<file path="config.mk">
export PLATFORM = sky130hd
export DESIGN_NAME = ray_kdop_slab_intersect
export DESIGN_NICKNAME = d
export VERILOG_FILES = /design/src/rtl/core/rkds_pkg.sv /design/src/rtl/core/rkds_div.sv /design/src/rtl/core/ray_kdop_slab_intersect.sv
export SDC_FILE = /design/constraint.sdc
export NUM_CORES = 1
export LEC_CHECK = 0
export BUFFER_PORTS_ARGS = -buffer_cell sky130_fd_sc_hd__clkbuf_2
export CORE_ASPECT_RATIO = 0.7
export CORE_MARGIN = 3
export CORE_UTILIZATION = 50
export CTS_CLUSTER_DIAMETER = 60
export DETAILED_ROUTE_END_ITERATION = 12
export PLACE_DENSITY = 0.67
export SYNTH_ARGS = -nofsm -noshare
export SYNTH_HDL_FRONTEND = slang
export SYNTH_SLANG_ARGS = --single-unit
</file>
<file path="constraint.sdc">
create_clock -name i_clk -period 14.5 [get_ports i_clk]
set_clock_uncertainty 0.15 [all_clocks]
set_input_delay 1.45 -clock i_clk [delete_from_list [all_inputs] [get_ports i_clk]]
set_output_delay 1.45 -clock i_clk [all_outputs]
set_load 0.02 [all_outputs]
</file>
<file path="src/rtl/core/rkds_pkg.sv">
package rkds_pkg;

    // Input field width and the fixed-point fraction of all distances.
    localparam int C_IN_BITS   = 32;
    localparam int C_FRAC_BITS = 16;

    // Numerator is (plane - offset) << 16: 33 + 16 bits signed.
    localparam int C_NUM_BITS     = C_IN_BITS + 1 + C_FRAC_BITS;
    localparam int C_NUM_MAG_BITS = C_NUM_BITS - 1;
    localparam int C_QUO_BITS     = C_NUM_BITS;
    localparam int C_DEN_BITS     = C_IN_BITS;
    localparam int C_CNT_BITS     = $clog2(C_NUM_MAG_BITS);

    // Slab counter and entry plane code.
    localparam int          C_PLANE_BITS = 3;
    localparam logic [2:0]  C_PLANE_NONE = 3'd7;

    typedef struct packed {
        logic                            start;
        logic signed [C_NUM_BITS-1:0]    num;
        logic signed [C_DEN_BITS-1:0]    den;
    } t_div_req;

    typedef struct packed {
        logic                            busy;
        logic                            done;
        logic signed [C_QUO_BITS-1:0]    quo;
    } t_div_rsp;

endpackage

</file>
<file path="src/rtl/core/rkds_div.sv">
module rkds_div (
    input  logic                i_clk,
    input  logic                i_rst_n,
    input  rkds_pkg::t_div_req  i_req,
    output rkds_pkg::t_div_rsp  o_rsp
);
    import rkds_pkg::*;

    logic                          r_busy;
    logic                          r_done;
    logic [C_CNT_BITS-1:0]         r_cnt;
    logic [C_DEN_BITS-1:0]         r_rem;
    logic [C_NUM_MAG_BITS-1:0]     r_num;
    logic [C_NUM_MAG_BITS-1:0]     r_quo;
    logic [C_DEN_BITS-1:0]         r_den;
    logic                          r_neg;
    logic signed [C_QUO_BITS-1:0]  r_res;

    logic signed [C_NUM_BITS-1:0]  w_num_abs;
    logic signed [C_DEN_BITS:0]    w_den_ext;
    logic signed [C_DEN_BITS:0]    w_den_abs;
    logic [C_DEN_BITS:0]           w_rem_sh;
    logic                          w_ge;
    logic [C_DEN_BITS:0]           w_rem_nx;
    logic [C_NUM_MAG_BITS-1:0]     w_quo_nx;
    logic [C_QUO_BITS-1:0]         w_quo_ext;

    always_comb begin
        w_num_abs = i_req.num[C_NUM_BITS-1] ? -i_req.num : i_req.num;
        w_den_ext = {i_req.den[C_DEN_BITS-1], i_req.den};
        w_den_abs = w_den_ext[C_DEN_BITS] ? -w_den_ext : w_den_ext;
        // One restoring step: shift in the next numerator bit, subtract if it fits.
        w_rem_sh  = {r_rem, r_num[C_NUM_MAG_BITS-1]};
        w_ge      = (w_rem_sh >= {1'b0, r_den});
        w_rem_nx  = w_ge ? (w_rem_sh - {1'b0, r_den}) : w_rem_sh;
        w_quo_nx  = {r_quo[C_NUM_MAG_BITS-2:0], w_ge};
        w_quo_ext = {1'b0, w_quo_nx};
    end

    always_ff @(posedge i_clk) begin
        if (!i_rst_n) begin
            r_busy <= 1'b0;
            r_done <= 1'b0;
            r_cnt  <= '0;
        end else begin
            r_done <= 1'b0;
            if (i_req.start) begin
                r_busy <= 1'b1;
                r_cnt  <= '0;
            end else if (r_busy) begin
                r_cnt <= r_cnt + 1'b1;
                if (r_cnt == C_CNT_BITS'(C_NUM_MAG_BITS - 1)) begin
                    r_busy <= 1'b0;
                    r_done <= 1'b1;
                end
            end
        end
    end

    always_ff @(posedge i_clk) begin
        if (i_req.start) begin
            r_rem <= '0;
            r_num <= w_num_abs[C_NUM_MAG_BITS-1:0];
            r_quo <= '0;
            r_den <= w_den_abs[C_DEN_BITS-1:0];
            r_neg <= i_req.num[C_NUM_BITS-1] ^ i_req.den[C_DEN_BITS-1];
        end else if (r_busy) begin
            r_rem <= w_rem_nx[C_DEN_BITS-1:0];
            r_num <= {r_num[C_NUM_MAG_BITS-2:0], 1'b0};
            r_quo <= w_quo_nx;
            if (r_cnt == C_CNT_BITS'(C_NUM_MAG_BITS - 1)) begin
                r_res <= r_neg ? -$signed(w_quo_ext) : $signed(w_quo_ext);
            end
        end
    end

    assign o_rsp.busy = r_busy;
    assign o_rsp.done = r_done;
    assign o_rsp.quo  = r_res;

endmodule

</file>
<file path="src/rtl/core/ray_kdop_slab_intersect.sv">
// A slab with a nonzero slope takes two 48-step quotients through the single bit-serial
// divider, first for the low plane and then for the high plane, and then one update;
// a zero-slope slab, or any slab after a miss, goes from acceptance straight to the update.
// One slab is in flight at a time; a result is emitted after slab NUM_SLABS-1.
// Reset (synchronous, active low) clears the interval to zero, the slab count to zero,
// the miss flag, and sets the entry plane to none; the output word is dropped.
module ray_kdop_slab_intersect #(
    parameter int NUM_SLABS  = 7,
    parameter int VALUE_BITS = 32
) (
    input  logic                                 i_clk,
    input  logic                                 i_rst_n,
    input  logic                                 i_valid,
    output logic                                 o_ready,
    input  logic signed [rkds_pkg::C_IN_BITS-1:0] i_slab_low,
    input  logic signed [rkds_pkg::C_IN_BITS-1:0] i_slab_high,
    input  logic signed [rkds_pkg::C_IN_BITS-1:0] i_ray_offset,
    input  logic signed [rkds_pkg::C_IN_BITS-1:0] i_ray_slope,
    input  logic signed [rkds_pkg::C_IN_BITS-1:0] i_t_near_start,
    input  logic signed [rkds_pkg::C_IN_BITS-1:0] i_t_far_start,
    output logic                                 o_valid,
    input  logic                                 i_ready,
    output logic                                 o_hit,
    output logic signed [rkds_pkg::C_IN_BITS-1:0] o_t_near,
    output logic signed [rkds_pkg::C_IN_BITS-1:0] o_t_far,
    output logic [rkds_pkg::C_PLANE_BITS-1:0]     o_entry_plane
);
    import rkds_pkg::*;

    localparam int QW = C_QUO_BITS;
    localparam logic signed [QW-1:0] C_VMAX =
        {{(QW - VALUE_BITS + 1){1'b0}}, {(VALUE_BITS - 1){1'b1}}};
    localparam logic signed [QW-1:0] C_VMIN = ~C_VMAX;

    localparam logic [1:0] S_IDLE   = 2'd0;
    localparam logic [1:0] S_DIV_LO = 2'd1;
    localparam logic [1:0] S_DIV_HI = 2'd2;
    localparam logic [1:0] S_UPD    = 2'd3;

    function automatic logic signed [VALUE_BITS-1:0] f_sat(input logic signed [QW-1:0] v);
        logic signed [QW-1:0] c;
        c = (v > C_VMAX) ? C_VMAX : ((v < C_VMIN) ? C_VMIN : v);
        return c[VALUE_BITS-1:0];
    endfunction

    logic [1:0]                    r_state;
    logic [C_PLANE_BITS-1:0]       r_count;
    logic                          r_missed;
    logic [C_PLANE_BITS-1:0]       r_best;
    logic signed [VALUE_BITS-1:0]  r_near;
    logic signed [VALUE_BITS-1:0]  r_far;
    logic signed [VALUE_BITS-1:0]  r_q_lo;
    logic signed [VALUE_BITS-1:0]  r_q_hi;
    logic signed [C_IN_BITS-1:0]   r_lo;
    logic signed [C_IN_BITS-1:0]   r_hi;
    logic signed [C_IN_BITS-1:0]   r_off;
    logic signed [C_IN_BITS-1:0]   r_slope;
    logic                          r_out_valid;
    logic                          r_out_hit;
    logic signed [C_IN_BITS-1:0]   r_out_near;
    logic signed [C_IN_BITS-1:0]   r_out_far;
    logic [C_PLANE_BITS-1:0]       r_out_plane;

    t_div_req                      w_req;
    t_div_rsp                      w_rsp;
    logic                          w_accept;
    logic                          w_first;
    logic                          w_go_div;
    logic                          w_last;
    logic                          w_upd_go;
    logic signed [C_IN_BITS:0]     w_diff;
    logic signed [VALUE_BITS-1:0]  w_tn;
    logic signed [VALUE_BITS-1:0]  w_tf;
    logic                          w_raise;
    logic signed [VALUE_BITS-1:0]  n_near;
    logic signed [VALUE_BITS-1:0]  n_far;
    logic [C_PLANE_BITS-1:0]       n_best;
    logic                          n_missed;
    logic signed [QW-1:0]          w_near_ext;
    logic signed [QW-1:0]          w_far_ext;

    assign o_ready  = (r_state == S_IDLE);
    assign w_accept = i_valid && o_ready;
    assign w_first  = (r_count == '0);
    assign w_go_div = (w_first || !r_missed) && (i_ray_slope != '0);
    assign w_last   = (r_count == C_PLANE_BITS'(NUM_SLABS - 1));
    assign w_upd_go = (r_state == S_UPD) && !(w_last && r_out_valid && !i_ready);

    always_comb begin
        w_req.start = 1'b0;
        w_diff      = $signed({i_slab_low[C_IN_BITS-1], i_slab_low})
                    - $signed({i_ray_offset[C_IN_BITS-1], i_ray_offset});
        w_req.den   = i_ray_slope;
        if (w_accept && w_go_div) begin
            w_req.start = 1'b1;
        end else if (r_state == S_DIV_LO && w_rsp.done) begin
            w_req.start = 1'b1;
            w_diff      = $signed({r_hi[C_IN_BITS-1], r_hi})
                        - $signed({r_off[C_IN_BITS-1], r_off});
            w_req.den   = r_slope;
        end
        w_req.num = {w_diff, {C_FRAC_BITS{1'b0}}};
    end

    rkds_div u_div (
        .i_clk   (i_clk),
        .i_rst_n (i_rst_n),
        .i_req   (w_req),
        .o_rsp   (w_rsp)
    );

    // Interval narrowing for the slab held in the input registers.
    always_comb begin
        w_tn     = r_slope[C_IN_BITS-1] ? r_q_hi : r_q_lo;
        w_tf     = r_slope[C_IN_BITS-1] ? r_q_lo : r_q_hi;
        w_raise  = 1'b0;
        n_near   = r_near;
        n_far    = r_far;
        n_best   = r_best;
        n_missed = r_missed;
        if (!r_missed) begin
            if (r_slope == '0) begin
                n_missed = (r_off < r_lo) || (r_off > r_hi);
            end else begin
                w_raise  = (w_tn > r_near);
                n_near   = w_raise ? w_tn : r_near;
                n_best   = w_raise ? r_count : r_best;
                n_far    = (w_tf < r_far) ? w_tf : r_far;
                n_missed = (n_near > n_far);
            end
        end
        w_near_ext = QW'(n_near);
        w_far_ext  = QW'(n_far);
    end

    always_ff @(posedge i_clk) begin
        if (!i_rst_n) begin
            r_state     <= S_IDLE;
            r_count     <= '0;
            r_missed    <= 1'b0;
            r_best      <= C_PLANE_NONE;
            r_near      <= '0;
            r_far       <= '0;
            r_out_valid <= 1'b0;
        end else begin
            if (w_upd_go && w_last) begin
                r_out_valid <= 1'b1;
            end else if (r_out_valid && i_ready) begin
                r_out_valid <= 1'b0;
            end
            case (r_state)
                S_IDLE: begin
                    if (w_accept) begin
                        if (w_first) begin
                            r_near   <= f_sat(QW'(i_t_near_start));
                            r_far    <= f_sat(QW'(i_t_far_start));
                            r_best   <= C_PLANE_NONE;
                            r_missed <= 1'b0;
                        end
                        r_state <= w_go_div ? S_DIV_LO : S_UPD;
                    end
                end
                S_DIV_LO: begin
                    if (w_rsp.done) begin
                        r_state <= S_DIV_HI;
                    end
                end
                S_DIV_HI: begin
                    if (w_rsp.done) begin
                        r_state <= S_UPD;
                    end
                end
                S_UPD: begin
                    if (w_upd_go) begin
                        r_near   <= n_near;
                        r_far    <= n_far;
                        r_best   <= n_best;
                        r_missed <= n_missed;
                        r_state  <= S_IDLE;
                        if (w_last) begin
                            r_count <= '0;
                        end else begin
                            r_count <= r_count + 1'b1;
                        end
                    end
                end
                default: begin
                    r_state <= S_IDLE;
                end
            endcase
        end
    end

    always_ff @(posedge i_clk) begin
        if (w_accept) begin
            r_lo    <= i_slab_low;
            r_hi    <= i_slab_high;
            r_off   <= i_ray_offset;
            r_slope <= i_ray_slope;
        end
        if (r_state == S_DIV_LO && w_rsp.done) begin
            r_q_lo <= f_sat(w_rsp.quo);
        end
        if (r_state == S_DIV_HI && w_rsp.done) begin
            r_q_hi <= f_sat(w_rsp.quo);
        end
        if (w_upd_go && w_last) begin
            r_out_hit   <= !n_missed;
            r_out_near  <= w_near_ext[C_IN_BITS-1:0];
            r_out_far   <= w_far_ext[C_IN_BITS-1:0];
            r_out_plane <= n_best;
        end
    end

    assign o_valid       = r_out_valid;
    assign o_hit         = r_out_hit;
    assign o_t_near      = r_out_near;
    assign o_t_far       = r_out_far;
    assign o_entry_plane = r_out_plane;

    // The divider runs only while the sequencer waits on it.
    a_idle_div_free: assert property (@(posedge i_clk) disable iff (!i_rst_n)
        (r_state == S_IDLE) |-> !w_rsp.busy)
        else $error("divider busy while the block is idle");

    a_done_in_div: assert property (@(posedge i_clk) disable iff (!i_rst_n)
        w_rsp.done |-> (r_state == S_DIV_LO || r_state == S_DIV_HI))
        else $error("quotient finished outside a divide state");

    a_plane_range: assert property (@(posedge i_clk) disable iff (!i_rst_n)
        (r_best == C_PLANE_NONE) || (r_best < C_PLANE_BITS'(NUM_SLABS)))
        else $error("entry plane beyond the slab count");

    a_count_range: assert property (@(posedge i_clk) disable iff (!i_rst_n)
        r_count < C_PLANE_BITS'(NUM_SLABS))
        else $error("slab counter out of range");

endmodule

</file>
-- Word level (Yosys, flattened, before mapping)
Cells that the tools add are included.
- add/sub/neg operators: 8
- multiplexer cells: 60
- bitwise gates (word level): 4
- equal/unequal tests: 10
- order comparisons: 12
- reduce and logical (&&, ||, !) cells: 29
- operators by type and width (cell ; number):
    $mux 32 ; 23
    $mux 48 ; 4
    $pmux 32 s2 ; 2
    $gt 32x32->1 ; 3
    $mux 33 ; 2
    $sub 32x32->33 ; 2
    $gt 32x32->1 const B ; 2
    $lt 32x32->1 ; 2
    $lt 32x32->1 const B ; 2
    $gt 49x32->1 const B ; 1
    $lt 49x32->1 const B ; 1
    $neg 48->49 ; 1
    $neg 48->48 ; 1
    $ge 33x32->1 ; 1
    $logic_not 32->1 ; 1
    $neg 32->32 ; 1
    $reduce_bool 32->1 ; 1
    $sub 32x32->32 ; 1
    $mux 31 ; 1
    $mux 3 ; 7
    $mux 1 ; 13
    $logic_and 1x1->1 ; 10
    $mux 2 ; 5
    $ne 2x1->1 const B ; 4
    other kinds (22) ; 32
- output and inout port bits: 70
- bits in registers: 551

-- Logic depth before layout (Yosys ltp)
Gate-level depths: netlist of run 1.
- word-level depth: 8
- gate-level depth with buffers: 32
- mapped depth without buffers: 27

-- Hierarchy
From an unflattened synthesis of run 1, not the netlist that was laid out.
- cell total of the unflattened synthesis: 3473
- area, all modules: 33966.3 um2
- modules (own cells, without submodules) (module ; area an instance (um2) ; cells each ; times used):
    ray_kdop_slab_intersect ; 21607.0 ; 2206 ; 1
    rkds_div ; 12359.4 ; 1267 ; 1

-- Least setup slack after synthesis of run 1
OpenSTA, ideal clock, no wires.
- path type: input port to flip-flop
- from: input port i_valid
- to: register u_div.r_num[42] (data pin)
- path slack: 6.110 ns
- arrival: 7.980 ns
- library setup time: 0.260 ns
- stages on the path: 19
- required time: 14.090 ns
- cell sequence: and2_1 > and2_1 > o31ai_4 > nand2_4 > buf_6 > clkbuf_1 > clkbuf_1 > clkbuf_1 > mux2i_1 > ha_1 > inv_1 > nor3_1 > a32o_1 > and3_1 > clkbuf_1 > and4b_1 > a21oi_1 > xnor2_1 > mux2_2
- cells in the longest elaborated chain, start to end: 6
- RTL lines (element ; line ; RTL):
    from (decl) ; ray_kdop_slab_intersect.sv:13 ; input logic i_valid,
    $logic_and 1x1->1 * ; ray_kdop_slab_intersect.sv:83 ; assign w_accept = i_valid && o_ready;
    $logic_and 1x1->1 * ; ray_kdop_slab_intersect.sv:94 ; if (w_accept && w_go_div) begin
    $mux 33 ; ray_kdop_slab_intersect.sv:94 ;
    $neg 48->48 ; rkds_div.sv:29 ; w_num_abs = i_req.num[C_NUM_BITS-1] ? -i_req.num : i_req.num;
    $mux 48 ; rkds_div.sv:29 ;
    $mux 48 * ; rkds_div.sv:61 ; if (i_req.start) begin
    to (signal assigned) ; rkds_div.sv:63 ; r_num <= w_num_abs[C_NUM_MAG_BITS-1:0];
    to (signal assigned) ; rkds_div.sv:69 ; r_num <= {r_num[C_NUM_MAG_BITS-2:0], 1'b0};
    to (decl) ; rkds_div.sv:13 ; logic [C_NUM_MAG_BITS-1:0] r_num;
Every way passes the cells marked *; elsewhere a longest branch is shown, timed or not.
A chain may end at the register's enable or synchronous reset.

-- Worst setup path in the final report of run 1
- from: register r_slope[31]
- to: register r_out_hit, in the netlist o_hit (data pin)
- cells in the longest elaborated chain, start to end: 7
- RTL lines (element ; line ; RTL):
    from (decl) ; ray_kdop_slab_intersect.sv:57 ; logic signed [C_IN_BITS-1:0] r_slope;
    from (signal assigned) ; ray_kdop_slab_intersect.sv:199 ; r_slope <= i_ray_slope;
    $mux 32 (on tied branches) ; ray_kdop_slab_intersect.sv:114, ray_kdop_slab_intersect.sv:115 ;
    $gt 32x32->1 or $lt 32x32->1 (tied branches) ; ray_kdop_slab_intersect.sv:125, ray_kdop_slab_intersect.sv:128 ;
    $mux 32 (on tied branches) ; ray_kdop_slab_intersect.sv:126, ray_kdop_slab_intersect.sv:128 ;
    $gt 32x32->1 ; ray_kdop_slab_intersect.sv:129 ; n_missed = (n_near > n_far);
    $mux 1 * ; ray_kdop_slab_intersect.sv:122 ; if (r_slope == '0) begin
    $mux 1 * ; ray_kdop_slab_intersect.sv:121 ; if (!r_missed) begin
    $logic_not 1->1 * ; ray_kdop_slab_intersect.sv:208 ; r_out_hit <= !n_missed;
    to (signal assigned) ; ray_kdop_slab_intersect.sv:208 ;
    to (decl) ; ray_kdop_slab_intersect.sv:59 ; logic r_out_hit;
Marks and branches as above.

==> results.sh, run 1 <==
export IMPL_status="finished clean"
export IMPL_first_global_vias=23900
export IMPL_drt_initial_drc_count=2704
export IMPL_crit_slowest_cell="edfxtp_1"
export IMPL_yosysTopAreaCell="edfxtp_1"
export IMPL_avgViaCountPerCell=5.802
export IMPL_fin_crit_ns=8.533
export IMPL_startpoint_type="flop"
export IMPL_avgSynthCellArea_um2=9.633
export IMPL_worstPathRequired_ns=14.73
export IMPL_synth_top_cell_area_share_pct=34.59
export IMPL_synthTopCellsByArea="edfxtp_1 (35%), dfxtp_1 (9.9%), ha_1 (8.9%)"
export IMPL_tns_ns=0
export IMPL_setup_viol=0
export IMPL_period_share_pct=58.85
export IMPL_ys_seq_elements=535
export IMPL_netlist_area_um2=32460
export IMPL_final_core_util_pct=57.06
export IMPL_htree_levels=2
export IMPL_die_h_um=219.2
export IMPL_drive_gt1_share_pct=13.04
export IMPL_finalHoldViolations=0
export IMPL_relSlewSlack_pct=22.43
export IMPL_ir_drop_v=0.0001333
export IMPL_antenna_found_initial=6
export IMPL_final_nets=3995
export IMPL_io_buffers=265
export IMPL_top_regs="u_div.r_res: 49 flops, u_div.r_quo: 47 flops"
export IMPL_yosysSeqAreaShare_pct=44.52
export IMPL_gp_congestion=0.9120
export IMPL_grtUsageMet3_pct=5.645
export IMPL_crit_family="simple AND/OR/NAND/NOR gates"
export IMPL_drt_wirelength_per_cell_um=20.11
export IMPL_timing_rr_end="o_hit$_DFFE_PP_"
export IMPL_start_util_pct=50.98
export IMPL_root_buffer="clkbuf_16"
export IMPL_cp_startpoint="r_slope[31]$_DFFE_PP_"
export IMPL_leakagePower_nw=14.83
export IMPL_cts_clk_slew_worst_paths_ns=0.06
export IMPL_num_vias=26010
export IMPL_grt_ovfl_total=0
export IMPL_cp_endpoint="o_hit$_DFFE_PP_"
export IMPL_cts_resized=0
export IMPL_grt_max_degree=96
export IMPL_hp_class="reg -> reg"
export IMPL_largest_reg_flops=49
export IMPL_pin_count=266
export IMPL_p_per_area_nw_per_um2=188.4
export IMPL_cts_tree="built"
export IMPL_synth_edf_count=374
export IMPL_hold_buffers=0
export IMPL_die_area_um2=68070
export IMPL_ant_nets=0
export IMPL_numCtsBuffers=55
export IMPL_maxCapViolCount=0
export IMPL_die_w_um=310.6
export IMPL_crit_fanout=64
export IMPL_path_buf_inv=2
export IMPL_ys_flop_type="edfxtp_1"
export IMPL_dr_pass1_iters=6
export IMPL_regMostFlops="u_div.r_res"
export IMPL_final_max_slew_viol_count=0
export IMPL_track_usage_pct=25.81
export IMPL_gr_usage_met2_pct=35.91
export IMPL_max_freq_mhz=117.2
export IMPL_hold_ws_ns=0.3335
export IMPL_fp_coreArea_um2=63680
export IMPL_ys_types=95
export IMPL_dp_hpwl_um=67500
export IMPL_crit_cells=24
export IMPL_syn_nets=3800
export IMPL_rsz0062_at_grt="false"
export IMPL_r2r_cells=24
export IMPL_busiest_layer="met1"
export IMPL_r2r_start="r_slope[31]$_DFFE_PP_"
export IMPL_crit_type="reg -> reg"
export IMPL_synthArstFlopShare_pct=0
export IMPL_row_count=77
export IMPL_clkLatencyLatePin_ns=0.63
export IMPL_r2r_slack_ns=5.97
export IMPL_wl_um=90130
export IMPL_post_cts_buffers=0
export IMPL_grt_first_pass_wirelength_um=138600
export IMPL_grt_util_met1_pct=40.80
export IMPL_endpoint_kind="flop"
export IMPL_arrival_ns=8.76
export IMPL_clock_sinks=535
export IMPL_worst_pin_slew_ns=1.164
export IMPL_drc_errors=0
export IMPL_ctsLongestPathBuffers=3
export IMPL_crit_chain="buf_4, mux2_2, ha_1, nand4_1, nor2_1, nand3_1, or4_1, nor2_1, o21ai_0, nor3b_1, mux2i_1, nand2b_2, buf_4, a21oi_1, ha_1, nand4_1, nor4_1, nand3_1, or3_1, a211oi_1, nor3_1, xor2_1, o31ai_1, a32o_1"
export IMPL_syn2layout_area_growth_pct=11.92
export IMPL_yosys_warnings=0
export IMPL_cp_slowest_stage_delay_ns=1.06
export IMPL_syn_inst=3370
==> tightest hold or removal path: cells and delay by family (launching register included) <==
family          cells  cell delay, ns
compound gates      1            0.06
simple gates        1            0.05
flops               1            0.32
==> logic make-up after synthesis <==
logic type | synth area share (%)
AOI/OAI and AO/OA | 18.03
buffers and inverters | 4.941
and+or+nand+nor | 13.30
DFF | 44.52
xor gates and xnor gates | 4.883
adders and majority gates | 9.088
muxes | 5.234
==> area by class of cell <==
| cell class | instances | area [µm²] |
|---|---|---|
| flip-flops and latches | 535 | 14460 |
| multi-input cells | 2417 | 16480 |
| repair buffers | 293 | 1536 |
| clock buffers | 75 | 1518 |
| clock inverters | 28 | 256.5 |
| fillers | 5670 | 27350 |
| diodes | 3 | 7.507 |
| inverters | 263 | 989.7 |
| well taps | 869 | 1087 |
==> how the worst min path moves through the flow <==
stage,to,startpoint,slack (ns),cells past startpoint
floorplan,u_div.r_rem[31]$_SDFFE_PN0P_,u_div.r_rem[31]$_SDFFE_PN0P_,0.28,2
global placement,u_div.r_rem[31]$_SDFFE_PN0P_,u_div.r_rem[31]$_SDFFE_PN0P_,0.32,2
detailed placement,u_div.r_rem[31]$_SDFFE_PN0P_,u_div.r_rem[31]$_SDFFE_PN0P_,0.32,2
CTS,u_div.r_rem[31]$_SDFFE_PN0P_,u_div.r_rem[31]$_SDFFE_PN0P_,0.33,2
global route,u_div.r_rem[31]$_SDFFE_PN0P_,u_div.r_rem[31]$_SDFFE_PN0P_,0.39,2
finish,u_div.r_rem[31]$_SDFFE_PN0P_,u_div.r_rem[31]$_SDFFE_PN0P_,0.33,2
==> where the power goes <==
part / internal (mW) / total, mW / switching (mW)
clock network: 0.791 / 1.41 / 0.624
registers: 2.05 / 2.21 / 0.160
logic: 1.22 / 3.22 / 2.00
==> Yosys cell counts, types with 32 or more instances <==
cell type,count
edfxtp_1,374
nor2_1,321
inv_1,263
a21oi_1,255
nand2_1,244
o21ai_0,242
ha_1,231
dfxtp_1,161
clkbuf_1,138
mux2i_1,127
xnor2_1,126
a21o_1,74
nor3_1,69
o21a_1,66
xor2_1,55
nand4_1,52
a211oi_1,49
o31ai_1,39
mux2_2,38
a221oi_1,37
nand3_1,32
o21ai_1,32
==> layer usage <==
metal / up-vias / part of all wire (%)
li1: 12660 / -
met1: 12400 / 50
met2: 855 / 40
met3: 86 / 8.8
met4: 8 / 1.3
met5: - / 0.051
==> placed cells by master, fill, tap and decap left out, drive strengths merged, types with 16 or more instances in the layout <==
master	count
xnor2	126
a221oi	37
nor2b	27
and2	17
and3	16
nand2	245
o21a	66
nor4	20
nand2b	21
nand4	53
nor2	321
a21o	74
clkbuf	340
edfxtp	374
a21oi	255
ha	231
inv	266
or3	31
mux2	38
a211oi	49
clkinv	17
buf	28
xor2	55
nand3	32
o21ai	275
or4	17
a31oi	23
dfxtp	161
o31ai	43
nor3	70
mux2i	127
==> metrics by stage <==
step / setup WS (ns) / total power, mW / area [µm²] / std cells
after CTS: 6.075 / 6.837 / 36330 / 4480
final: 5.967 / 6.844 / 36330 / 4483
after detailed placement: 6.104 / 5.397 / 34550 / 4377
after floorplan: 6.110 / 4.568 / 32460 / 3370
after global routing: 5.387 / 7.347 / 36330 / 4480
after global placement: 6.409 / 5.378 / 34550 / 4377
Power figures use the tool's default switching activity.
==> run 2: changes to the inputs <==
--- a/config.mk
+++ b/config.mk
@@ -11,7 +11,7 @@
 export CORE_UTILIZATION = 50
 export CTS_CLUSTER_DIAMETER = 60
 export DETAILED_ROUTE_END_ITERATION = 12
-export PLACE_DENSITY = 0.67
+export PLACE_DENSITY = 0.69
 export SYNTH_ARGS = -nofsm -noshare
 export SYNTH_HDL_FRONTEND = slang
 export SYNTH_SLANG_ARGS = --single-unit
==> constraint.sdc (replaced) <==
create_clock -name i_clk -period 7.3 [get_ports i_clk]
set_clock_uncertainty 0.15 [all_clocks]
set_input_delay 0.73 -clock i_clk [delete_from_list [all_inputs] [get_ports i_clk]]
set_output_delay 0.73 -clock i_clk [all_outputs]
set_load 0.02 [all_outputs]
==> run 2 against run 1 <==
- sequential power up 97%
- worst setup slack worse by 5.4 ns
- critical endpoint unchanged
- global-route usage down 0.41 points
- sequential share of layout area down 0.20 points
- total power up 100%
- die area unchanged
- routed wire length down 1.5%
- critical path depth up 3
- cell area up 0.50%
==> results.sh, run 2 (same netlist as run 1, synthesis figures left out) <==
export IMPL_avgViaCountPerCell=5.783
export IMPL_final_max_slew_viol_count=0
export IMPL_root_buffer="clkbuf_16"
export IMPL_largest_reg_flops=49
export IMPL_die_area_um2=68070
export IMPL_multi_input_area_um2=16480
export IMPL_ant_nets=0
export IMPL_drc_errors=0
export IMPL_clock_sinks=535
export IMPL_crit_type="reg -> reg"
export IMPL_worstPathRequired_ns=7.52
export IMPL_layout_common_cells="edfxtp_1 (374), nor2_1 (319), clkbuf_2 (265), inv_1 (262), a21oi_1 (255)"
export IMPL_min_delay_start="i_slab_high[15]"
export IMPL_cts_clk_slew_worst_paths_ns=0.06
export IMPL_path_buf_inv=4
export IMPL_die_w_um=310.6
export IMPL_num_vias=26030
export IMPL_finalHoldViolations=0
export IMPL_cp_startpoint="r_slope[31]$_DFFE_PP_"
export IMPL_cts_tree="built"
export IMPL_setup_viol=0
export IMPL_drive_gt1_share_pct=13.75
export IMPL_grt_first_pass_wirelength_um=137300
export IMPL_dp_cells=4391
export IMPL_area_sequential_um2=14460
export IMPL_crit_top_cell="buf_4"
export IMPL_fin_crit_ns=6.761
export IMPL_crit_fanout=17
export IMPL_worst_pin_slew_ns=1.200
export IMPL_pin_count=266
export IMPL_tns_ns=0
export IMPL_antenna_found_initial=5
export IMPL_maxCapViolCount=0
export IMPL_finalNonFillerCells=4501
export IMPL_gp_congestion=0.9643
export IMPL_period_share_pct=92.62
export IMPL_top_regs="u_div.r_res: 49 flops, u_div.r_quo: 47 flops"
export IMPL_fp_coreArea_um2=63680
export IMPL_wl_um=88800
export IMPL_status="finished clean"
export IMPL_relSlewSlack_pct=19.98
export IMPL_grt_ovfl_total=0
export IMPL_r2r_slack_ns=0.54
export IMPL_track_usage_pct=25.41
export IMPL_rsz0062_at_grt="false"
export IMPL_start_util_pct=50.98
export IMPL_endpoint_kind="flop"
export IMPL_row_count=77
export IMPL_max_freq_mhz=147.9
export IMPL_dpl_instance_area_um2=34680
export IMPL_crit_slowest_cell="or4_1"
export IMPL_n_fill_cell=5567
export IMPL_r2r_start="r_slope[31]$_DFFE_PP_"
export IMPL_first_global_vias=24080
export IMPL_numCtsBuffers=54
export IMPL_leakagePower_nw=14.96
export IMPL_htree_levels=2
export IMPL_dp_hpwl_um=67360
export IMPL_p_per_area_nw_per_um2=374.9
export IMPL_arrival_ns=6.98
export IMPL_clkLatencyLatePin_ns=0.63
export IMPL_startpoint_type="flop"
export IMPL_die_h_um=219.2
export IMPL_final_nets=4015
export IMPL_grt_max_degree=85
export IMPL_drt_wirelength_per_cell_um=19.73
export IMPL_postLayoutCellArea_um2=36520
export IMPL_syn2layout_area_growth_pct=12.48
export IMPL_crit_family="simple AND/OR/NAND/NOR gates"
export IMPL_io_buffers=265
export IMPL_hp_class="in -> reg"
export IMPL_ctsLongestPathBuffers=3
export IMPL_hold_buffers=0
export IMPL_drt_initial_drc_count=2657
export IMPL_ir_drop_v=0.0002265
export IMPL_final_core_util_pct=57.34
export IMPL_hold_ws_ns=0.1446
export IMPL_layout_commonest_cell="edfxtp_1"
export IMPL_dr_pass1_iters=5
export IMPL_cp_slowest_stage_delay_ns=0.55
export IMPL_regMostFlops="u_div.r_res"
## run 2: cell count changes in the layout (fill, tap and decap cells not counted), sizes merged
cell,change
clkinv,-2
buf,+21
inv,+4
diode,-1
clkbuf,-4
bufinv,+1
clkinvlp,-1
## run 2: layer usage
metal | part of all wire [%] | global-route usage, % | routed length (µm) | up-vias
li1 | - | - | - | 12680
met3 | 8.4 | 5.305 | 7416 | 101
met4 | 1.7 | 5.603 | 1532 | 6
met5 | 0.042 | 0 | 37 | -
met1 | 50 | 39.93 | 44340 | 12360
met2 | 40 | 35.38 | 35470 | 883
## run 2: layout make-up
cell class / instances / area share (%)
multi-input combinational: 2417 / 45.14
sequential: 535 / 39.59
timing repair buffer: 314 / 4.718
clock buffer: 71 / 4.071
tap: 869 / 2.978
inverter: 263 / 2.710
clock inverter: 30 / 0.7778
antenna: 2 / 0.01371
## run 2: where the power goes
part	switching, mW	total [mW]	internal (mW)
combinational	4.05	6.51	2.46
sequential	0.299	4.36	4.07
clock	1.23	2.82	1.59
## run 2: path summary, 6_finish.rpt
check                                                    end  cells after the start
worst max register to register               o_hit$_DFFE_PP_                     27
worst min register to register  u_div.r_rem[31]$_SDFFE_PN0P_                      2
worst max-delay path                         o_hit$_DFFE_PP_                     27
worst min-delay path                      r_hi[15]$_DFFE_PP_                      1
## run 2: per-stage QoR
| stage | power, mW | worst slack [ns] |
|---|---|---|
| detailed placement | 10.78 | 0.3039 |
| finish | 13.69 | 0.5386 |
| global route | 14.68 | 0.09491 |
| floorplan | 9.059 | 0.8279 |
| global placement | 10.70 | 0.6053 |
| CTS | 13.64 | 0.2718 |
## run 2: timing repair
item                       4_1_cts  5_1_grt
setup endpoints to repair        0        2
buffers inserted                 0        7
resized for setup                0        2
hold endpoints to repair         0        0
## run 2: worst reg2reg max path, delay by kind of cell, from the launching register on
kind                     cells  cell delay (ns)
XOR/XNOR                     1             0.15
multiplexers                 2             0.48
adder cells (fa/ha/maj)      2             0.73
buffers and inverters        4             0.70
AO/OA/AOI/OAI                5             0.82
AND/OR/NAND/NOR             13             3.17
flip-flops                   1             0.33
